`src/rtl/kissci_pkg.sv`:
```
// ----------------------------------------------------------------------------
// kissci_pkg
// Shared constants and types of the KISS radio command interpreter: framing
// bytes, command codes and the reply job that runs from front end to back end.
// ----------------------------------------------------------------------------
package kissci_pkg;

  // KISS framing bytes
  localparam logic [7:0] K_FEND  = 8'hC0;
  localparam logic [7:0] K_FESC  = 8'hDB;
  localparam logic [7:0] K_TFEND = 8'hDC;
  localparam logic [7:0] K_TFESC = 8'hDD;

  // Command codes
  localparam logic [7:0] OP_DATA    = 8'h00;
  localparam logic [7:0] OP_FREQ    = 8'h01;
  localparam logic [7:0] OP_BW      = 8'h02;
  localparam logic [7:0] OP_POWER   = 8'h03;
  localparam logic [7:0] OP_SF      = 8'h04;
  localparam logic [7:0] OP_CR      = 8'h05;
  localparam logic [7:0] OP_DETECT  = 8'h08;
  localparam logic [7:0] OP_VERSION = 8'h50;
  localparam logic [7:0] OP_UNKNOWN = 8'hFE;

  // Payload values with a fixed meaning
  localparam logic [7:0] DETECT_ASK     = 8'h73;
  localparam logic [7:0] DETECT_ANSWER  = 8'h46;
  localparam logic [7:0] READ_ONLY_BYTE = 8'hFF;
  localparam logic [7:0] VERSION_HI     = 8'h01;
  localparam logic [7:0] VERSION_LO     = 8'h55;

  // Reply lengths in data bytes
  localparam logic [2:0] LEN_NONE = 3'd0;
  localparam logic [2:0] LEN_BYTE = 3'd1;
  localparam logic [2:0] LEN_PAIR = 3'd2;
  localparam logic [2:0] LEN_WORD = 3'd4;

  // One reply frame to be sent: command byte and up to four data bytes
  typedef struct packed {
    logic [7:0]      op;
    logic [3:0][7:0] data;
    logic [2:0]      len;
  } job_t;

endpackage

```
`src/rtl/kissci_front.sv`:
```
// ----------------------------------------------------------------------------
// kissci_front
// Deframes host bytes, tracks the command and payload head, keeps the radio
// settings and issues one reply job per byte that calls for an answer.
// ----------------------------------------------------------------------------
module kissci_front #(
  parameter int MAX_PAYLOAD = 256
) (
  input  logic                clk_i,
  input  logic                rst_ni,
  input  logic                byte_valid_i,
  input  logic [7:0]          byte_i,
  output logic                job_valid_o,
  output kissci_pkg::job_t    job_o
);
  import kissci_pkg::*;

  localparam int CntW = $clog2(MAX_PAYLOAD + 1);

  logic            inside_q, inside_d;
  logic            esc_q, esc_d;
  logic [7:0]      cmd_q, cmd_d;
  logic [CntW-1:0] count_q, count_d;
  logic [31:0]     freq_q, freq_d;
  logic [31:0]     bw_q, bw_d;
  logic [7:0]      power_q, power_d;
  logic [7:0]      spread_q, spread_d;
  logic [7:0]      coding_q, coding_d;
  logic [7:0]      head_q [4];
  logic            head_we;
  logic [7:0]      plain;
  logic [31:0]     word_in;
  logic            take_payload;
  logic [CntW-1:0] count_inc;

  // Undo the escape on a payload byte
  always_comb begin
    plain = byte_i;
    if (esc_q) begin
      if (byte_i == K_TFEND) begin
        plain = K_FEND;
      end else if (byte_i == K_TFESC) begin
        plain = K_FESC;
      end
    end
  end

  assign count_inc = count_q + CntW'(1);
  assign word_in   = {plain, head_q[2], head_q[1], head_q[0]};

  // Classify the byte and update framing state and settings
  always_comb begin
    inside_d     = inside_q;
    esc_d        = esc_q;
    cmd_d        = cmd_q;
    count_d      = count_q;
    freq_d       = freq_q;
    bw_d         = bw_q;
    power_d      = power_q;
    spread_d     = spread_q;
    coding_d     = coding_q;
    head_we      = 1'b0;
    take_payload = 1'b0;
    job_valid_o  = 1'b0;
    job_o        = '0;
    job_o.op     = cmd_q;
    if (byte_valid_i) begin
      if (inside_q && byte_i == K_FEND && cmd_q == OP_DATA) begin
        inside_d = 1'b0;
      end else if (byte_i == K_FEND) begin
        inside_d = 1'b1;
        cmd_d    = OP_UNKNOWN;
        count_d  = '0;
        esc_d    = 1'b0;
      end else if (inside_q && count_q == '0 && cmd_q == OP_UNKNOWN) begin
        cmd_d = byte_i;
      end else if (!inside_q) begin
        cmd_d = cmd_q;
      end else if (byte_i == K_FESC) begin
        esc_d = 1'b1;
      end else begin
        esc_d        = 1'b0;
        take_payload = count_q != CntW'(MAX_PAYLOAD);
      end
    end

    if (take_payload) begin
      head_we = count_q < CntW'(4);
      count_d = count_inc;
      unique case (cmd_q)
        OP_FREQ: begin
          if (count_inc == CntW'(4)) begin
            if (word_in != '0) freq_d = word_in;
            job_valid_o = 1'b1;
            job_o.data  = freq_d;
            job_o.len   = LEN_WORD;
          end
        end
        OP_BW: begin
          if (count_inc == CntW'(4)) begin
            if (word_in != '0) bw_d = word_in;
            job_valid_o = 1'b1;
            job_o.data  = bw_d;
            job_o.len   = LEN_WORD;
          end
        end
        OP_POWER: begin
          if (count_q == '0) begin
            if (plain != READ_ONLY_BYTE) power_d = plain;
            job_valid_o   = 1'b1;
            job_o.data[0] = power_d;
            job_o.len     = LEN_BYTE;
          end
        end
        OP_SF: begin
          if (count_q == '0) begin
            if (plain != READ_ONLY_BYTE) spread_d = plain;
            job_valid_o   = 1'b1;
            job_o.data[0] = spread_d;
            job_o.len     = LEN_BYTE;
          end
        end
        OP_CR: begin
          if (count_q == '0) begin
            if (plain != READ_ONLY_BYTE) coding_d = plain;
            job_valid_o   = 1'b1;
            job_o.data[0] = coding_d;
            job_o.len     = LEN_BYTE;
          end
        end
        OP_DETECT: begin
          if (count_q == '0 && plain == DETECT_ASK) begin
            job_valid_o   = 1'b1;
            job_o.data[0] = DETECT_ANSWER;
            job_o.len     = LEN_BYTE;
          end
        end
        OP_VERSION: begin
          job_valid_o   = 1'b1;
          job_o.data[0] = VERSION_HI;
          job_o.data[1] = VERSION_LO;
          job_o.len     = LEN_PAIR;
        end
        default: begin
          job_o.len = LEN_NONE;
        end
      endcase
    end
  end

  // Hold framing state and settings
  always_ff @(posedge clk_i or negedge rst_ni) begin
    if (!rst_ni) begin
      inside_q <= 1'b0;
      esc_q    <= 1'b0;
      cmd_q    <= OP_UNKNOWN;
      count_q  <= '0;
      freq_q   <= '0;
      bw_q     <= '0;
      power_q  <= '0;
      spread_q <= '0;
      coding_q <= '0;
    end else begin
      inside_q <= inside_d;
      esc_q    <= esc_d;
      cmd_q    <= cmd_d;
      count_q  <= count_d;
      freq_q   <= freq_d;
      bw_q     <= bw_d;
      power_q  <= power_d;
      spread_q <= spread_d;
      coding_q <= coding_d;
    end
  end

  // Keep the first four payload bytes of the frame
  always_ff @(posedge clk_i) begin
    if (head_we) begin
      head_q[count_q[1:0]] <= plain;
    end
  end

endmodule

```
`src/rtl/kissci_job_fifo.sv`:
```
// ----------------------------------------------------------------------------
// kissci_job_fifo
// Two-entry queue of reply jobs between the front end and the back end.
// ----------------------------------------------------------------------------
module kissci_job_fifo (
  input  logic                clk_i,
  input  logic                rst_ni,
  input  logic                wr_en_i,
  input  kissci_pkg::job_t    wr_job_i,
  output logic                full_o,
  input  logic                rd_en_i,
  output logic                valid_o,
  output kissci_pkg::job_t    rd_job_o
);
  import kissci_pkg::*;

  job_t       mem_q [2];
  logic       wr_ptr_q, rd_ptr_q;
  logic [1:0] count_q;

  assign full_o   = count_q == 2'd2;
  assign valid_o  = count_q != 2'd0;
  assign rd_job_o = mem_q[rd_ptr_q];

  // Store the incoming job
  always_ff @(posedge clk_i) begin
    if (wr_en_i) begin
      mem_q[wr_ptr_q] <= wr_job_i;
    end
  end

  // Advance pointers and fill count
  always_ff @(posedge clk_i or negedge rst_ni) begin
    if (!rst_ni) begin
      wr_ptr_q <= 1'b0;
      rd_ptr_q <= 1'b0;
      count_q  <= 2'd0;
    end else begin
      if (wr_en_i) wr_ptr_q <= ~wr_ptr_q;
      if (rd_en_i) rd_ptr_q <= ~rd_ptr_q;
      count_q <= count_q + {1'b0, wr_en_i} - {1'b0, rd_en_i};
    end
  end

endmodule

```
`src/rtl/kissci_back.sv`:
```
// ----------------------------------------------------------------------------
// kissci_back
// Serializes one reply job into an escaped KISS frame, one byte per cycle while
// the consumer keeps popping, into an output register that the consumer pops.
// ----------------------------------------------------------------------------
module kissci_back (
  input  logic                clk_i,
  input  logic                rst_ni,
  input  logic                job_valid_i,
  input  kissci_pkg::job_t    job_i,
  output logic                job_done_o,
  output logic                empty,
  input  logic                pop,
  output logic [7:0]          reply_byte_o,
  output logic                frame_end_o
);
  import kissci_pkg::*;

  localparam logic [1:0] PH_OPEN  = 2'd0;
  localparam logic [1:0] PH_OP    = 2'd1;
  localparam logic [1:0] PH_DATA  = 2'd2;
  localparam logic [1:0] PH_CLOSE = 2'd3;

  logic [1:0] phase_q, phase_d;
  logic [1:0] idx_q, idx_d;
  logic       esc_q, esc_d;
  logic       out_valid_q;
  logic [7:0] out_byte_q;
  logic       out_end_q;
  logic       load;
  logic [7:0] emit_byte;
  logic       emit_end;
  logic [7:0] cur;

  assign load = job_valid_i && (!out_valid_q || pop);
  assign cur  = job_i.data[idx_q];

  // Pick the next frame byte and step the sequencer
  always_comb begin
    phase_d    = phase_q;
    idx_d      = idx_q;
    esc_d      = esc_q;
    emit_byte  = K_FEND;
    emit_end   = 1'b0;
    job_done_o = 1'b0;
    unique case (phase_q)
      PH_OPEN: begin
        emit_byte = K_FEND;
        if (load) phase_d = PH_OP;
      end
      PH_OP: begin
        emit_byte = job_i.op;
        if (load) begin
          phase_d = PH_DATA;
          idx_d   = 2'd0;
        end
      end
      PH_DATA: begin
        if (esc_q) begin
          emit_byte = (cur == K_FEND) ? K_TFEND : K_TFESC;
        end else if (cur == K_FEND || cur == K_FESC) begin
          emit_byte = K_FESC;
        end else begin
          emit_byte = cur;
        end
        if (load) begin
          if (!esc_q && (cur == K_FEND || cur == K_FESC)) begin
            esc_d = 1'b1;
          end else begin
            esc_d = 1'b0;
            if ({1'b0, idx_q} == job_i.len - 3'd1) begin
              phase_d = PH_CLOSE;
            end else begin
              idx_d = idx_q + 2'd1;
            end
          end
        end
      end
      PH_CLOSE: begin
        emit_byte = K_FEND;
        emit_end  = 1'b1;
        if (load) begin
          phase_d    = PH_OPEN;
          job_done_o = 1'b1;
        end
      end
      default: begin
        phase_d = PH_OPEN;
      end
    endcase
  end

  // Hold sequencer state and the output word
  always_ff @(posedge clk_i or negedge rst_ni) begin
    if (!rst_ni) begin
      phase_q     <= PH_OPEN;
      idx_q       <= 2'd0;
      esc_q       <= 1'b0;
      out_valid_q <= 1'b0;
    end else begin
      phase_q <= phase_d;
      idx_q   <= idx_d;
      esc_q   <= esc_d;
      if (load) begin
        out_valid_q <= 1'b1;
      end else if (pop) begin
        out_valid_q <= 1'b0;
      end
    end
  end

  always_ff @(posedge clk_i) begin
    if (load) begin
      out_byte_q <= emit_byte;
      out_end_q  <= emit_end;
    end
  end

  assign empty        = !out_valid_q;
  assign reply_byte_o = out_byte_q;
  assign frame_end_o  = out_end_q;

  // A closing word is always the frame delimiter
  a_end_is_fend: assert property (@(posedge clk_i) disable iff (!rst_ni)
    (!empty && frame_end_o) |-> (reply_byte_o == K_FEND))
    else $error("frame end flagged on a byte other than FEND");

  // Escape second half only pending inside the data bytes
  a_esc_in_data: assert property (@(posedge clk_i) disable iff (!rst_ni)
    esc_q |-> (phase_q == PH_DATA))
    else $error("escape pending outside data phase");

  // A job retires only after its closing word is loaded
  a_done_loads_end: assert property (@(posedge clk_i) disable iff (!rst_ni)
    job_done_o |=> (!empty && frame_end_o))
    else $error("job retired without a closing FEND in the output");

endmodule

```
`src/rtl/kiss_radio_command_interpreter.sv`:
```
// ----------------------------------------------------------------------------
// kiss_radio_command_interpreter
// KISS command interpreter for a radio modem: deframes host bytes, keeps the
// radio settings and sends escaped reply frames.
//
//   channel   direction  handshake          payload
//   host      in         push / full        host_byte_i
//   reply     out        pop / empty        reply_byte_o, frame_end_o
//
// A host word is taken back to back while full is low; the front end
// classifies it in that same cycle and queues at most one reply job.
// The back end emits one reply word per cycle while pop keeps up: a reply
// frame holds 4 to 11 words (two FENDs, the command, up to four data words,
// each escaped to two). full rises only when the two-entry job queue is full;
// a stalled pop holds the output word and backs up the queue. Reset at once
// clears framing state and settings and empties job queue and output register.
// ----------------------------------------------------------------------------
module kiss_radio_command_interpreter #(
  parameter int MAX_PAYLOAD = 256
) (
  input  logic       clk_i,
  input  logic       rst_ni,
  input  logic       push,
  output logic       full,
  input  logic [7:0] host_byte_i,
  output logic       empty,
  input  logic       pop,
  output logic [7:0] reply_byte_o,
  output logic       frame_end_o
);
  import kissci_pkg::*;

  logic fifo_full;
  logic accept;
  logic front_job_valid;
  job_t front_job;
  logic back_job_valid;
  job_t back_job;
  logic back_job_done;

  assign full   = fifo_full;
  assign accept = push && !fifo_full;

  // Classify host words
  kissci_front #(
    .MAX_PAYLOAD(MAX_PAYLOAD)
  ) u_front (
    .clk_i       (clk_i),
    .rst_ni      (rst_ni),
    .byte_valid_i(accept),
    .byte_i      (host_byte_i),
    .job_valid_o (front_job_valid),
    .job_o       (front_job)
  );

  // Decouple front and back
  kissci_job_fifo u_fifo (
    .clk_i   (clk_i),
    .rst_ni  (rst_ni),
    .wr_en_i (front_job_valid),
    .wr_job_i(front_job),
    .full_o  (fifo_full),
    .rd_en_i (back_job_done),
    .valid_o (back_job_valid),
    .rd_job_o(back_job)
  );

  // Serialize reply frames
  kissci_back u_back (
    .clk_i       (clk_i),
    .rst_ni      (rst_ni),
    .job_valid_i (back_job_valid),
    .job_i       (back_job),
    .job_done_o  (back_job_done),
    .empty       (empty),
    .pop         (pop),
    .reply_byte_o(reply_byte_o),
    .frame_end_o (frame_end_o)
  );

endmodule
```
`config.mk`:
```
export PLATFORM = sky130hd
export DESIGN_NAME = kiss_radio_command_interpreter
export DESIGN_NICKNAME = d
export VERILOG_FILES = /design/src/rtl/kissci_pkg.sv /design/src/rtl/kissci_front.sv /design/src/rtl/kissci_job_fifo.sv /design/src/rtl/kissci_back.sv /design/src/rtl/kiss_radio_command_interpreter.sv
export SDC_FILE = /design/constraint.sdc
export NUM_CORES = 1
export LEC_CHECK = 0
export BUFFER_PORTS_ARGS = -buffer_cell sky130_fd_sc_hd__clkbuf_2
export CAP_MARGIN = 10
export CORE_MARGIN = 2
export CORE_UTILIZATION = 57
export DETAILED_ROUTE_END_ITERATION = 10
export GPL_TIMING_DRIVEN = 0
export PLACE_DENSITY = 0.76
export SETUP_SLACK_MARGIN = 0.05
export SLEW_MARGIN = 20
export SYNTH_ARGS = -nofsm -noshare
export SYNTH_HDL_FRONTEND = slang
export SYNTH_SLANG_ARGS = --single-unit
```
`constraint.sdc`:
```
create_clock -name clk_i -period 4.3 [get_ports clk_i]
set_input_delay 0.215 -clock clk_i [delete_from_list [all_inputs] [get_ports clk_i]]
set_output_delay 0.215 -clock clk_i [all_outputs]
set_load 0.02 [all_outputs]
```
==> results of run 1 <==
metal layers:
metal / wire, um / share of wire [%] / global-route usage, %
met1: 10500 / 42 / 36.5
met2: 12000 / 48 / 42.0
met3: 1820 / 7.3 / 3.78
met4: 633 / 2.5 / 7.21
met5: 0 / 0 / 0
placed cells by master, fill, tap and decap left out, drive strengths merged, types with 7 or more instances in the layout:
master	Yosys	routed
o21ai	47	47
nand3	15	15
a22o	10	10
edfxtp	119	119
a22oi	36	36
nand2b	7	7
nand4	12	12
a21oi	36	36
nor2	44	45
o22ai	9	9
nor4	12	12
mux4	8	8
buf	20	24
dfrtp	110	110
dfstp	7	7
inv	19	20
clkbuf	29	89
nor3	18	18
mux2i	16	16
mux2	82	82
nor2b	7	7
and2	7	7
nand2	55	55
o2bb2ai	14	14
a31oi	8	8
ha	13	13
repair_timing:
| item | CTS | global route |
|---|---|---|
| hold buffers | 3 | 0 |
| pin swaps | 1 | 0 |
| cloned | 1 | 0 |
| hold endpoints to repair | 44 | 0 |
| gates resized for setup | 0 | 3 |
| endpoints found under the setup margin | 22 | 71 |
critical path, delay by kind of cell, from the launching register on:
kind,cells,cell delay [ps]
adders and majority gates,1,260
buffers and inverters,4,870
AOI/OAI and AO/OA,2,530
DFF,1,510
and+or+nand+nor,4,1310
worst max path at each step:
stage,from,to,slack (ps),depth (start not counted)
after floorplan,u_front.count_q[0],u_fifo.mem_q[0][0],-150,9
after global placement,u_front.count_q[0],u_fifo.mem_q[0][22],-1970,9
after detailed placement,u_front.count_q[0],u_fifo.mem_q[0][19],50,10
after CTS,u_front.count_q[0],u_fifo.mem_q[1][17],180,11
after global routing,u_front.count_q[0],u_fifo.mem_q[1][26],330,11
final,u_front.count_q[0],u_fifo.mem_q[1][17],500,11
power by group:
group / leakage (nW) / switching [mW] / internal, mW
sequential: 2.63 / 0.0828 / 2.51
combinational: 1.66 / 0.650 / 0.408
clock: 0.396 / 0.845 / 1.24
final cells by class:
class	instances	area (um2)	area share, %
clock inverters	8	70.1	0.574
repair buffers	29	259	2.12
flip-flops and latches	236	6510	53.4
well taps	234	293	2.40
inverters	19	71.3	0.585
plain buffers	49	221	1.82
clock buffers	38	734	6.02
multi-input cells	534	4040	33.1
cells by family (layout without fill, tap and decap cells):
| kind of cell | count (synthesis) | in the layout |
|---|---|---|
| buffers and inverters | 68 | 143 |
| xor gates and xnor gates | 11 | 11 |
| muxes | 106 | 106 |
| DFF | 236 | 236 |
| AOI/OAI and AO/OA | 198 | 198 |
| and+or+nand+nor | 205 | 206 |
| adders and majority gates | 13 | 13 |
flip-flops by register name (all words and copies together) (netlist names), 8 cells and up:
register and count:
u_front.spread_q 8, u_front.cmd_q 8, u_fifo.mem_q 86, u_front.count_q 9, u_front.bw_q 32, u_front.power_q 8
u_front.head_q 24, u_front.freq_q 32, u_back.reply_byte_o 8, u_front.coding_q 8
stage by stage:
| stage | cell area (um2) | hold WS [ps] | setup WS, ps | utilization, % | setup TNS [ps] |
|---|---|---|---|---|---|
| floorplan | 10800 | -80.6 | -151 | - | -12960 |
| global route | 12200 | 72.6 | 332 | 65.4 | 0 |
| detailed placement | 11300 | 136 | 50.3 | 60.9 | 0 |
| global placement | 11200 | 410 | -1970 | 60.1 | -169350 |
| CTS | 12200 | 28.3 | 178 | 65.4 | 0 |
| finish | 12200 | 51.2 | 501 | 65.4 | 0 |
==> metrics, run 1 <==
Final setup violation count 0; CTS Buffer Depth 3; Routed Antenna Nets 0; Worst Tran Pin Value 1060 ps; Synth top area share 33.1%; # diodes 0; postcts setup bufs 0; Post-Syn Nets 862; IO Port Bufs 22; final WL 25000 um; RR Startpoint u_front.count_q[0]; crit start category register; ys flop type edfxtp_1; Max Clock Skew 12.1 ps; status completed; Slew Limit Headroom 28.7%; Critical Path Fanout Max 21; crit share post-route 88.4%; Final Critical Period 3800 ps; Hold Crit Depth 3; Leakage 4.69 nW; hold crit path type in2reg; post-synthesis mux area share 11.9%; RePlAce Congestion 0.921; CTS root buf clkbuf_16; main combinational cell family by area after synthesis compound AO/OA/AOI/OAI gates; num rows 50; Slowest cell on crit path nor4_1; Synth Area in Compound Gates 12.5%; distinct cell type count after synthesis 67; CTS tree done; drt first pass iters 6; Syn Std Cell Area 10800 um2; die area 20100 um2; Total Power 5.73 mW; Die W 142 um; syn avg cell area 12.9 um2; Die Ht 142 um; Simple-Gate Fraction of Synth Area 10.3%; ys async rst share 49.6%; Critical Path Max Stage Delay 540 ps; global-route wire length before repair 39700 um; largest net degree at the start of global routing 88; synth top area cells edfxtp_1, dfrtp_1, mux2_2; endpoints failing hold 0; clk sinks 236; CP endpoint kind register; worst endpoint required time 4530 ps; power density over cell area 470 nW/um2; hold path start host_byte_i[4]; Cells after DPL 1097; post-synthesis xor/xnor area fraction 0.892%; critical path class reg2reg; via count 7315; crit path cell chain inv_1 > ha_1 > nand3_2 > o41ai_2 > nor4_1 > clkbuf_2 > nand3_2 > a31o_2 > nor2_4 > buf_16 > buf_16; Syn Inst Count 837; fin nets 919; Yosys top cell by area edfxtp_1; Area Overhead vs Synth 12.9%; Vias/cell 6.38; GRT overflow 0; maxcap violations 0; RR Endpoint u_fifo.mem_q[1][17]; Starting Density 58.0%; layout cells sized above 1 21.7%; TritonCTS Buffers 25; worst-skew pair later-pin latency 520 ps; Non-Filler Instances 1147; end of the worst hold path u_front.cmd_q[4]; max-slew violation count 0; f_max 263 MHz; drc violations 0; total track usage 25.7%; Synth Warn # 0; RSZ-0062 raised after global routing no; Wirelength per Cell 21.8 um; I/O pin count 23; top-count cell post-synth edfxtp_1; H-tree levels 1; DRT iter0 DRCs 675; Synth Register Bits 236; initial antenna violation count 0; Worst IR Drop VDD 278 uV; most instantiated cells after synthesis edfxtp_1, dfrtp_1, mux2_2; post-synthesis adder-cell area fraction 1.51%; Arrival @ worst endpoint 4030 ps; post-DP HPWL 17300 um; sequential area share after synthesis 60.3%; R2R Setup Slk 500 ps; CTS clk-pin slew, worst paths 60 ps; fillcell total 1393; EDFF count, synth 119; vias in the first global route 7126; r2r worst-path depth 11; Placeable Area 18600 um2
Note: power is estimated with default switching activity, not from simulation.
==> run 2: changes to the inputs <==
--- a/config.mk
+++ b/config.mk
@@ -8,10 +8,12 @@
 export BUFFER_PORTS_ARGS = -buffer_cell sky130_fd_sc_hd__clkbuf_2
 export CAP_MARGIN = 10
 export CORE_MARGIN = 2
-export CORE_UTILIZATION = 57
+export CORE_UTILIZATION = 59
+export CTS_BUF_LIST = sky130_fd_sc_hd__clkbuf_8
+export CTS_CLUSTER_DIAMETER = 60
 export DETAILED_ROUTE_END_ITERATION = 10
 export GPL_TIMING_DRIVEN = 0
-export PLACE_DENSITY = 0.76
+export PLACE_DENSITY_LB_ADDON = 0.25
 export SETUP_SLACK_MARGIN = 0.05
 export SLEW_MARGIN = 20
 export SYNTH_ARGS = -nofsm -noshare
==> run 2 against run 1 <==
Largest power group unchanged; highest routed layer unchanged; largest cell class unchanged; sequential cell count stayed put; critical endpoint is now u_fifo.count_q[1]; hold slack lost 27 ps; combinational power up 4%.
==> metrics, run 2 (same netlist as run 1, synthesis figures left out) <==
f_max 255 MHz (-3.3%); CP endpoint kind register; Final setup violation count 0 (unchanged); Critical Path Fanout Max 10 (-52%); Worst Tran Pin Value 953 ps (-106 ps); Vias/cell 6.49 (+1.8%); commonest non-fill, non-tap cell in the layout edfxtp_1; maxcap violations 0 (unchanged); DRT iter0 DRCs 661 (-2.1%); hold crit path type in2reg; power density over cell area 459 nW/um2 (-2.3%); Final WS setup 372 ps (-129 ps); GRT overflow 0 (unchanged); met3 GRT Util 5.68% (+1.9 points); most frequent cells in the layout edfxtp_1, dfrtp_1, mux2_2, nand2_1, clkbuf_8; largest net degree at the start of global routing 79 (-10%); Area Overhead vs Synth 12.3%; Placeable Area 18000 um2 (-3.6%); drc violations 0 (unchanged); Starting Density 60.1% (+2.2 points); max reg flops 86 (unchanged); Final Critical Period 3930 ps (+129 ps); GR Util met2 45.0% (+3.0 points); Max Clock Skew 33.5 ps (+21.3 ps); total track usage 27.6% (+1.9 points); status completed; num rows 49 (-2.0%); CTS root buf clkbuf_8; TritonCTS Buffers 38 (+52%); global-route wire length before repair 41600 um (+4.9%); fin nets 932 (+1.4%); post-DP HPWL 18800 um (+9.0%); crit start category register; drt first pass iters 8 (+2); fillcell total 1276 (-8.4%); Die Ht 139 um (-1.7%); Leakage 4.72 nW (+0.50%); initial antenna violation count 0 (unchanged); Arrival @ worst endpoint 4370 ps (+340 ps); Cells after DPL 1093 (-0.36%); CTS Buffer Depth 3 (unchanged); crit share post-route 91.4% (+3.0 points); worst slack, placed 130 ps (+80.0 ps); via count 7540 (+3.1%); final WL 26300 um (+5.1%); Non-Filler Instances 1161 (+1.2%); Slew Limit Headroom 35.8% (+7.1 points); clk sinks 236 (unchanged); critical path class reg2reg; vias in the first global route 7653 (+7.4%); Die W 139 um (-1.7%); worst-skew pair later-pin latency 550 ps (+30 ps); die area 19400 um2 (-3.3%); # diodes 0 (unchanged); RSZ-0062 raised after global routing no; top flop regs u_fifo.mem_q: 86 flops, u_front.bw_q: 32 flops, u_front.freq_q: 32 flops; hold slack 24.5 ps (-26.8 ps); Top reg by flops u_fifo.mem_q; Setup TNS 0 ps (unchanged); busiest grt layer met2; Wirelength per Cell 22.6 um (+3.8%); endpoints failing hold 0 (unchanged); CTS clk-pin slew, worst paths 60 ps (about the same); worst endpoint required time 4750 ps (+220 ps); RePlAce Congestion 0.926 (+0.59%); Routed Antenna Nets 0 (unchanged); CTS tree done; IO Port Bufs 22 (unchanged); H-tree levels 2 (+1); max-slew violation count 0 (unchanged); layout cells sized above 1 22.7% (+1.1 points); routing usage on met1 36.6% (+0.074 points); I/O pin count 23 (unchanged); Worst IR Drop VDD 517 uV (+86%)
[run 2: cell types whose count changed in the layout (fill, tap and decap cells not counted), sizes merged]
cell,delta
buf,+1
clkbuf,+8
nor2,-1
clkinv,+3
inv,+8
[run 2: where the power goes]
part           leakage, nW  internal [mW]  switching (mW)  total (mW)
sequential            2.63           2.51          0.0873        2.60
combinational         1.67          0.410           0.689        1.10
clock                0.415           1.02           0.850        1.87
[run 2: final timing paths]
| path | depth (start not counted) | slack, ps | from | end |
|---|---|---|---|---|
| setup / recovery | 13 | 370 | u_front.count_q[0] | u_fifo.count_q[1] |
| hold / removal | 3 | 20 | host_byte_i[2] | u_front.cmd_q[2] |
| setup reg to reg | 13 | 370 | u_front.count_q[0] | u_fifo.count_q[1] |
| hold reg to reg | 2 | 490 | u_front.freq_q[26] | u_front.freq_q[26] |
| max in group asynchronous | 3 | 3400 | rst_ni | u_front.freq_q[20] |
| min in group asynchronous | 2 | 170 | rst_ni | u_fifo.rd_ptr_q |
[run 2: stage by stage]
| stage | area, um2 | power [mW] | utilization [%] |
|---|---|---|---|
| after global placement | 11200 | 3.65 | 62.4 |
| after global routing | 12100 | 5.81 | 67.5 |
| after floorplan | 10800 | 3.38 | - |
| after CTS | 12100 | 5.59 | 67.5 |
| after detailed placement | 11400 | 3.72 | 63.2 |
| final | 12100 | 5.57 | 67.5 |
[run 2: critical path, cell delays in order, from the launching register on]
cell and delay, ps:
dfrtp_1 520, inv_1 110, ha_1 260, nand3_2 170, o41ai_2 130, nor4_1 630
clkbuf_2 390, nand3_2 290, a31o_2 390, ha_1 310, inv_1 50, ha_1 220
xnor2_1 190, xnor2_1 150
[run 2: layout make-up]
cell class              instances  area, um2  share of cell area [%]
well taps                     229        287                    2.36
flip-flops and latches        236       6510                    53.7
clock inverters                19        106                   0.877
multi-input cells             533       4030                    33.2
plain buffers                  49        221                    1.83
repair buffers                 30        272                    2.24
clock buffers                  46        633                    5.22
inverters                      19       71.3                   0.588
[run 2: what timing repair did]
action	4_1_cts	5_1_grt
gates resized for setup	0	3
hold buffers	3	0
setup buffers	0	0
endpoints found under the setup margin	0	33
endpoints found under the hold margin	41	0
[run 2: metal layers]
layer / wire length (um) / part of all wire [%]
met2: 12700 / 48
met5: 0 / 0
met3: 2060 / 7.9
met4: 1000 / 3.8
met1: 10500 / 40
